$ cat src/rtl/core/mce_pkg.sv
// Shared types, constants and helper functions for the matrix command engine.
package mce_pkg;

   localparam int MAX_DIM    = 8;
   localparam int SLOT_COUNT = 8;
   localparam int FRAC_BITS  = 16;

   localparam int DATA_W     = 32;
   localparam int OP_W       = 4;
   localparam int DIM_W      = 4;
   localparam int SLOT_W     = 3;
   localparam int STATUS_W   = 3;
   localparam int IDX_W      = $clog2(MAX_DIM);
   localparam int CELLS      = MAX_DIM * MAX_DIM;
   localparam int CELL_W     = $clog2(CELLS);
   localparam int SLOT_IDX_W = $clog2(SLOT_COUNT);
   localparam int PROD_W     = 2 * DATA_W;
   localparam int ACC_W      = PROD_W + $clog2(MAX_DIM) + 1;
   localparam int SIZE_W     = 2 * DIM_W;

   localparam logic signed [DATA_W-1:0] FX_ONE = DATA_W'(64'd1 << FRAC_BITS);

   typedef enum logic [OP_W-1:0] {
      OP_SET    = 4'd0,
      OP_FILL   = 4'd1,
      OP_RESIZE = 4'd2,
      OP_SCALE  = 4'd3,
      OP_SAVE   = 4'd4,
      OP_LOAD   = 4'd5,
      OP_MUL    = 4'd6,
      OP_ADD    = 4'd7,
      OP_SUB    = 4'd8,
      OP_TRANS  = 4'd9,
      OP_IDENT  = 4'd10,
      OP_READ   = 4'd11
   } op_type;

   typedef enum logic [STATUS_W-1:0] {
      STS_OK         = 3'd0,
      STS_BOUNDS     = 3'd1,
      STS_EMPTY      = 3'd2,
      STS_MISMATCH   = 3'd3,
      STS_NOT_SQUARE = 3'd4,
      STS_BAD_SIZE   = 3'd5
   } status_type;

   typedef enum logic [3:0] {
      PK_FILL,
      PK_IDENT,
      PK_SCALE,
      PK_ADD,
      PK_SUB,
      PK_SAVE,
      PK_LOAD,
      PK_TRANS,
      PK_MUL,
      PK_COPY,
      PK_SET,
      PK_READ
   } pass_type;

   typedef enum logic [2:0] {
      UPD_NONE,
      UPD_RESIZE,
      UPD_LOAD,
      UPD_SAVE,
      UPD_MUL,
      UPD_SWAP
   } upd_type;

   typedef enum logic [2:0] {
      CS_IDLE,
      CS_DECODE,
      CS_START_A,
      CS_WAIT_A,
      CS_START_B,
      CS_WAIT_B,
      CS_RESP
   } ctl_state_type;

   typedef struct packed {
      logic                      start;
      logic                      clear;
      pass_type                  kind;
      upd_type                   upd;
      logic [IDX_W-1:0]          row;
      logic [IDX_W-1:0]          col;
      logic [SLOT_W-1:0]         slot;
      logic signed [DATA_W-1:0]  operand;
      logic [DIM_W-1:0]          resize_rows;
      logic [DIM_W-1:0]          resize_cols;
   } dp_cmd_type;

   typedef struct packed {
      logic              busy;
      logic              sel_valid;
      logic [DIM_W-1:0]  sel_rows;
      logic [DIM_W-1:0]  sel_cols;
      logic [DIM_W-1:0]  dim_rows;
      logic [DIM_W-1:0]  dim_cols;
   } dp_stat_type;

   function automatic logic [CELL_W-1:0] flat_addr(input logic [IDX_W-1:0] r,
                                                   input logic [DIM_W-1:0] stride,
                                                   input logic [IDX_W-1:0] c);
      logic [IDX_W+DIM_W:0] sum;
      sum = (IDX_W+DIM_W+1)'(r * stride) + (IDX_W+DIM_W+1)'(c);
      return sum[CELL_W-1:0];
   endfunction

   // {saturated, value}
   function automatic logic [DATA_W:0] sat_acc(input logic signed [ACC_W-1:0] v);
      logic signed [ACC_W-1:0] hi;
      logic signed [ACC_W-1:0] lo;
      hi = {{(ACC_W-DATA_W+1){1'b0}}, {(DATA_W-1){1'b1}}};
      lo = ~hi;
      if (v > hi) begin
         return {1'b1, 1'b0, {(DATA_W-1){1'b1}}};
      end else if (v < lo) begin
         return {1'b1, 1'b1, {(DATA_W-1){1'b0}}};
      end else begin
         return {1'b0, v[DATA_W-1:0]};
      end
   endfunction

endpackage

$ cat src/rtl/core/mce_controller.sv
// Command controller: accepts a command, checks it, sequences datapath passes, returns status.
module mce_controller (
   input  logic                          clock,
   input  logic                          reset,
   input  logic                          req_valid,
   output logic                          req_ready,
   input  logic [mce_pkg::OP_W-1:0]      req_opcode,
   input  logic [mce_pkg::IDX_W-1:0]     req_row,
   input  logic [mce_pkg::IDX_W-1:0]     req_col,
   input  logic signed [mce_pkg::DATA_W-1:0] req_operand,
   input  logic [mce_pkg::SLOT_W-1:0]    req_slot,
   input  logic [mce_pkg::DIM_W-1:0]     req_resize_rows,
   input  logic [mce_pkg::DIM_W-1:0]     req_resize_cols,
   output logic                          rsp_valid,
   input  logic                          rsp_ready,
   output logic [mce_pkg::STATUS_W-1:0]  rsp_status,
   output mce_pkg::dp_cmd_type           cmd,
   input  mce_pkg::dp_stat_type          stat
);
   import mce_pkg::*;

   ctl_state_type state_ff, state_in;
   status_type    status_ff, status_in;
   pass_type      pass_ff, pass_in;
   logic          copy_ff, copy_in;

   logic [OP_W-1:0]          opcode_ff;
   logic [IDX_W-1:0]         row_ff, col_ff;
   logic signed [DATA_W-1:0] operand_ff;
   logic [SLOT_W-1:0]        slot_ff;
   logic [DIM_W-1:0]         resize_rows_ff, resize_cols_ff;

   logic slot_in_range;

   assign slot_in_range = (32'(slot_ff) < 32'(SLOT_COUNT));
   assign rsp_status    = status_ff;

   always_ff @(posedge clock) begin
      if (reset) begin
         state_ff  <= CS_IDLE;
         status_ff <= STS_OK;
         pass_ff   <= PK_FILL;
         copy_ff   <= 1'b0;
      end else begin
         state_ff  <= state_in;
         status_ff <= status_in;
         pass_ff   <= pass_in;
         copy_ff   <= copy_in;
      end
   end

   always_ff @(posedge clock) begin
      if (state_ff == CS_IDLE && req_valid) begin
         opcode_ff      <= req_opcode;
         row_ff         <= req_row;
         col_ff         <= req_col;
         operand_ff     <= req_operand;
         slot_ff        <= req_slot;
         resize_rows_ff <= req_resize_rows;
         resize_cols_ff <= req_resize_cols;
      end
   end

   always_comb begin
      logic       run;
      status_type sts;
      state_in        = state_ff;
      status_in       = status_ff;
      pass_in         = pass_ff;
      copy_in         = copy_ff;
      req_ready       = 1'b0;
      rsp_valid       = 1'b0;
      run             = 1'b0;
      sts             = STS_OK;
      cmd             = '0;
      cmd.kind        = pass_ff;
      cmd.upd         = UPD_NONE;
      cmd.row         = row_ff;
      cmd.col         = col_ff;
      cmd.slot        = slot_ff;
      cmd.operand     = operand_ff;
      cmd.resize_rows = resize_rows_ff;
      cmd.resize_cols = resize_cols_ff;

      unique case (state_ff)
         CS_IDLE: begin
            req_ready = 1'b1;
            if (req_valid) begin
               state_in = CS_DECODE;
            end
         end
         CS_DECODE: begin
            cmd.clear = 1'b1;
            copy_in   = 1'b0;
            unique case (op_type'(opcode_ff))
               OP_SET, OP_READ: begin
                  if (DIM_W'(row_ff) >= stat.dim_rows || DIM_W'(col_ff) >= stat.dim_cols) begin
                     sts = STS_BOUNDS;
                  end else begin
                     run     = 1'b1;
                     pass_in = (op_type'(opcode_ff) == OP_SET) ? PK_SET : PK_READ;
                  end
               end
               OP_FILL: begin
                  run     = 1'b1;
                  pass_in = PK_FILL;
               end
               OP_RESIZE: begin
                  if (resize_rows_ff == '0 || 32'(resize_rows_ff) > 32'(MAX_DIM) ||
                      resize_cols_ff == '0 || 32'(resize_cols_ff) > 32'(MAX_DIM)) begin
                     sts = STS_BAD_SIZE;
                  end else begin
                     cmd.upd = UPD_RESIZE;
                  end
               end
               OP_SCALE: begin
                  run     = 1'b1;
                  pass_in = PK_SCALE;
               end
               OP_SAVE: begin
                  if (!slot_in_range) begin
                     sts = STS_BOUNDS;
                  end else begin
                     cmd.upd = UPD_SAVE;
                     run     = 1'b1;
                     pass_in = PK_SAVE;
                  end
               end
               OP_LOAD, OP_MUL, OP_ADD, OP_SUB: begin
                  if (!slot_in_range || !stat.sel_valid) begin
                     sts = STS_EMPTY;
                  end else if (op_type'(opcode_ff) == OP_LOAD) begin
                     cmd.upd = UPD_LOAD;
                     run     = 1'b1;
                     pass_in = PK_LOAD;
                  end else if (op_type'(opcode_ff) == OP_MUL) begin
                     if (stat.sel_cols != stat.dim_rows) begin
                        sts = STS_MISMATCH;
                     end else begin
                        run     = 1'b1;
                        copy_in = 1'b1;
                        pass_in = PK_MUL;
                     end
                  end else begin
                     if (stat.sel_rows != stat.dim_rows || stat.sel_cols != stat.dim_cols) begin
                        sts = STS_MISMATCH;
                     end else begin
                        run     = 1'b1;
                        pass_in = (op_type'(opcode_ff) == OP_ADD) ? PK_ADD : PK_SUB;
                     end
                  end
               end
               OP_TRANS: begin
                  run     = 1'b1;
                  copy_in = 1'b1;
                  pass_in = PK_TRANS;
               end
               OP_IDENT: begin
                  if (stat.dim_rows != stat.dim_cols) begin
                     sts = STS_NOT_SQUARE;
                  end else begin
                     run     = 1'b1;
                     pass_in = PK_IDENT;
                  end
               end
               default: begin
                  run = 1'b0;
               end
            endcase
            status_in = sts;
            state_in  = run ? CS_START_A : CS_RESP;
         end
         CS_START_A: begin
            cmd.start = 1'b1;
            state_in  = CS_WAIT_A;
         end
         CS_WAIT_A: begin
            if (!stat.busy) begin
               if (copy_ff) begin
                  cmd.upd  = (pass_ff == PK_MUL) ? UPD_MUL : UPD_SWAP;
                  state_in = CS_START_B;
               end else begin
                  state_in = CS_RESP;
               end
            end
         end
         CS_START_B: begin
            cmd.start = 1'b1;
            cmd.kind  = PK_COPY;
            state_in  = CS_WAIT_B;
         end
         CS_WAIT_B: begin
            if (!stat.busy) begin
               state_in = CS_RESP;
            end
         end
         CS_RESP: begin
            rsp_valid = 1'b1;
            if (rsp_ready) begin
               state_in = CS_IDLE;
            end
         end
         default: begin
            state_in = CS_IDLE;
         end
      endcase
   end

endmodule
$ cat config.mk
export PLATFORM = sky130hd
export DESIGN_NAME = mce_controller
export DESIGN_NICKNAME = d
export VERILOG_FILES = /design/src/rtl/core/mce_pkg.sv /design/src/rtl/core/mce_controller.sv
export SDC_FILE = /design/constraint.sdc
export NUM_CORES = 1
export LEC_CHECK = 0
export BUFFER_PORTS_ARGS = -buffer_cell sky130_fd_sc_hd__buf_4
export CORE_AREA = 2 2 92 72
export CTS_CLUSTER_SIZE = 40
export DETAILED_ROUTE_END_ITERATION = 12
export DIE_AREA = 0 0 94 74
export PLACE_DENSITY = 0.83
export SLEW_MARGIN = 20
export SYNTH_ARGS = -nofsm -noshare
export SYNTH_HDL_FRONTEND = slang
export SYNTH_SLANG_ARGS = --single-unit
$ cat constraint.sdc
create_clock -name clock -period 4.2 [get_ports clock]
set_input_delay 0.42 -clock clock [delete_from_list [all_inputs] [get_ports clock]]
set_output_delay 0.42 -clock clock [all_outputs]
set_load 0.02 [all_outputs]
==> results_dict.tcl <==
set metrics [dict create \
    outcome "complete, no violations" \
    yosysMostFrequentCell "edfxtp_1" \
    r2r_cells 8 \
    critPathMaxStageDelay_ns 0.65 \
    rows 25 \
    syn_inst 239 \
    hold_path_depth 1 \
    place_inst 446 \
    dr_total_vias 2419 \
    clk_path_buf_depth 2 \
    tns_ns 0 \
    fin_cells 462 \
    cts_inserted_buffers 9 \
    chipHeight_um 74 \
    wire_per_inst_um 16.1 \
    power.density_nw_per_um2 645 \
    antenna_found_initial 0 \
    critPathCaptureType "output port" \
    clock-sinks 64 \
    finalHoldViolCount 0 \
    netlist_area_um2 2910 \
    place_hpwl_mm 5.54 \
    grt_overflow 0 \
    fmax_ghz 0.408 \
    first_global_vias 2366 \
    ios 138 \
    post-cts-setup-buffers 0 \
    cpMaxStageDelayCell "dfxtp_1" \
    tightest_slew_ns 0.747 \
    yosys_warnings 0 \
    hold_path_end "operand_ff[24]" \
    ctsHoldBuffers 0 \
    core_area_um2 6100 \
    h-tree-depth 3 \
    finalPower_mw 2.73 \
    synth_seq_cells 64 \
    worstPathCellList "nand2_1 -> a2111oi_0 -> buf_4" \
    regToRegEndpoint "rsp_status[0]" \
    p_leak_nw 1.71 \
    grt_use_total_pct 22.3 \
    setup_viol 0 \
    wl_mm 7.45 \
    die_x_um 94 \
    syn_to_final_growth_pct 45.7 \
    grt_max_degree 54 \
    timing.final.crit_share_pct 58.3 \
    drc 0 \
    port_buffers 137 \
    nNetsFinal 457 \
    critPathKind "reg -> out" \
    cts-resized-gates 0 \
    drv_slew 0 \
    synth_area_leaders "edfxtp_1 55%, dfxtp_1 7.6%, xnor2_1 6.0%" \
    rsz0062_at_grt "no" \
    antennaDiodeCount 0 \
    start_util_pct 47.7 \
    first_iter_violations 71 \
    nFillCells 430 \
    yosys.area.top_type "edfxtp_1" \
    synth.top_cell.area_share_pct 54.7 \
    syn_area_per_cell_um2 12.2 \
    grt_pass1_wl_mm 11.5 \
    antenna_left 0 \
    gp_congestion 0.835 \
    finalCriticalPeriod_ns 2.45 \
    clk_pin_slew_worst_paths_ns 0.07 \
    rrSetupSlack_ns 1.89 \
    relSlewSlack_pct 49.8 \
    die_area_um2 6960 \
    drive_gt1_share_pct 42.3 \
    viasPerCell 5.24 \
    start_kind "flip-flop" \
    ys_seq_area_share_pct 62.3 \
    skew_ns 0.00852 \
    vdd_drop_max_v 0.000423 \
    ys_top_cells_by_count "53 x edfxtp_1, 20 x xnor2_1, 16 x nor2_1" \
    syn_nets 320 \
    insertion_delay_ns 0.33 \
    hp-start "req_operand[24]" \
    cp.arrival_ns 2.03 \
    cp.required_ns 3.78 \
    yosysUniqueCellTypes 49 \
    dr.pass1.iters 4 \
    async_reset_ff_share_pct 0 \
    synth-main-ff-cell "edfxtp_1" \
    max-cap-violations 0 \
    r2r-start "row_ff[0]" \
    hold_path_class "in -> reg" \
    cts_tree "built" \
    path_max_fanout 17 \
    cts.root.buffer_cell "clkbuf_8" \
    synth_edf_count 53 \
]
## routing by layer
layer	wire length, um	GRT usage [%]
met1	2810	25.2
met2	3720	37.1
met3	862	12.2
met4	51	6.44
met5	0	0
## how the worst max path moves through the flow
| stage | depth (start not counted) | to | startpoint |
|---|---|---|---|
| after floorplan | 3 | col_ff[0] | state_ff[1] |
| final | 3 | cmd[50] | state_ff[0] |
| after detailed placement | 8 | rsp_status[0] | stat[4] |
| after global routing | 3 | cmd[50] | state_ff[0] |
| after CTS | 3 | cmd[50] | state_ff[0] |
| after global placement | 8 | rsp_status[0] | stat[4] |
## area by class of cell
cell class | count | area, um^2 | share of cell area, %
sequential | 64 | 1810 | 42.7
multi-input combinational | 152 | 1010 | 23.8
inverter | 12 | 45.0 | 1.06
clock buffer | 9 | 124 | 2.92
tap | 81 | 101 | 2.39
clock inverter | 7 | 119 | 2.80
timing repair buffer | 137 | 1030 | 24.3
## metrics by stage
step	utilization [%]	cell area [um^2]	worst slack, ns	hold WS, ns
finish	69.5	4240	1.75	0.257
global route	69.5	4240	1.65	0.233
CTS	69.5	4240	1.74	0.236
detailed placement	65.5	4000	1.74	0.470
global placement	65.5	4000	1.83	0.447
floorplan	-	2910	1.34	0.452
## power breakdown
part | total [mW] | internal (mW) | switching, mW
Combinational | 1.03 | 0.424 | 0.603
Clock | 0.636 | 0.395 | 0.241
Sequential | 1.07 | 0.926 | 0.145
## critical path, delay by kind of cell (launching register included)
family	cells	cell delay [ns]
flip-flops	1	0.65
buffers and inverters	1	0.22
AND/OR/NAND/NOR	1	0.32
AO/OA/AOI/OAI	1	0.51
## layout by cell type (no fill, tap or decap), types with 2 or more instances in the layout
cell type / netlist / routed
clkbuf_8: 0 / 9
edfxtp_1: 53 / 53
nand2b_1: 5 / 5
clkinv_1: 1 / 2
a211oi_1: 2 / 2
nor2b_1: 7 / 7
buf_4: 0 / 137
nor3b_1: 2 / 2
a31oi_1: 2 / 2
or3_2: 2 / 2
o211ai_1: 2 / 2
or2_2: 2 / 2
a311oi_1: 4 / 4
nor2_1: 16 / 16
a21oi_1: 15 / 15
nor3_1: 10 / 10
o21ai_0: 13 / 13
nand3_1: 3 / 3
o21a_1: 2 / 2
o21bai_1: 2 / 2
bufinv_16: 0 / 3
dfxtp_1: 11 / 11
ha_1: 6 / 6
nand2_1: 11 / 11
inv_1: 11 / 11
nand4_1: 4 / 4
xnor2_1: 20 / 20
## flip-flops by register name, summed over array words and instances, names as in the netlist
register,flops
operand_ff,32
opcode_ff,4
pass_ff,4
resize_cols_ff,4
resize_rows_ff,4
col_ff,3
row_ff,3
rsp_status,3
slot_ff,3
state_ff,3
copy_ff,1
## cells by family after synthesis
family | synth area share, %
and+or+nand+nor | 12.6
muxes | 0.344
xor gates and xnor gates | 6.02
buffers and inverters | 3.10
DFF | 62.3
adders and majority gates | 2.58
AOI/OAI and AO/OA | 13.1
Note: power is estimated with default switching activity, not from simulation.
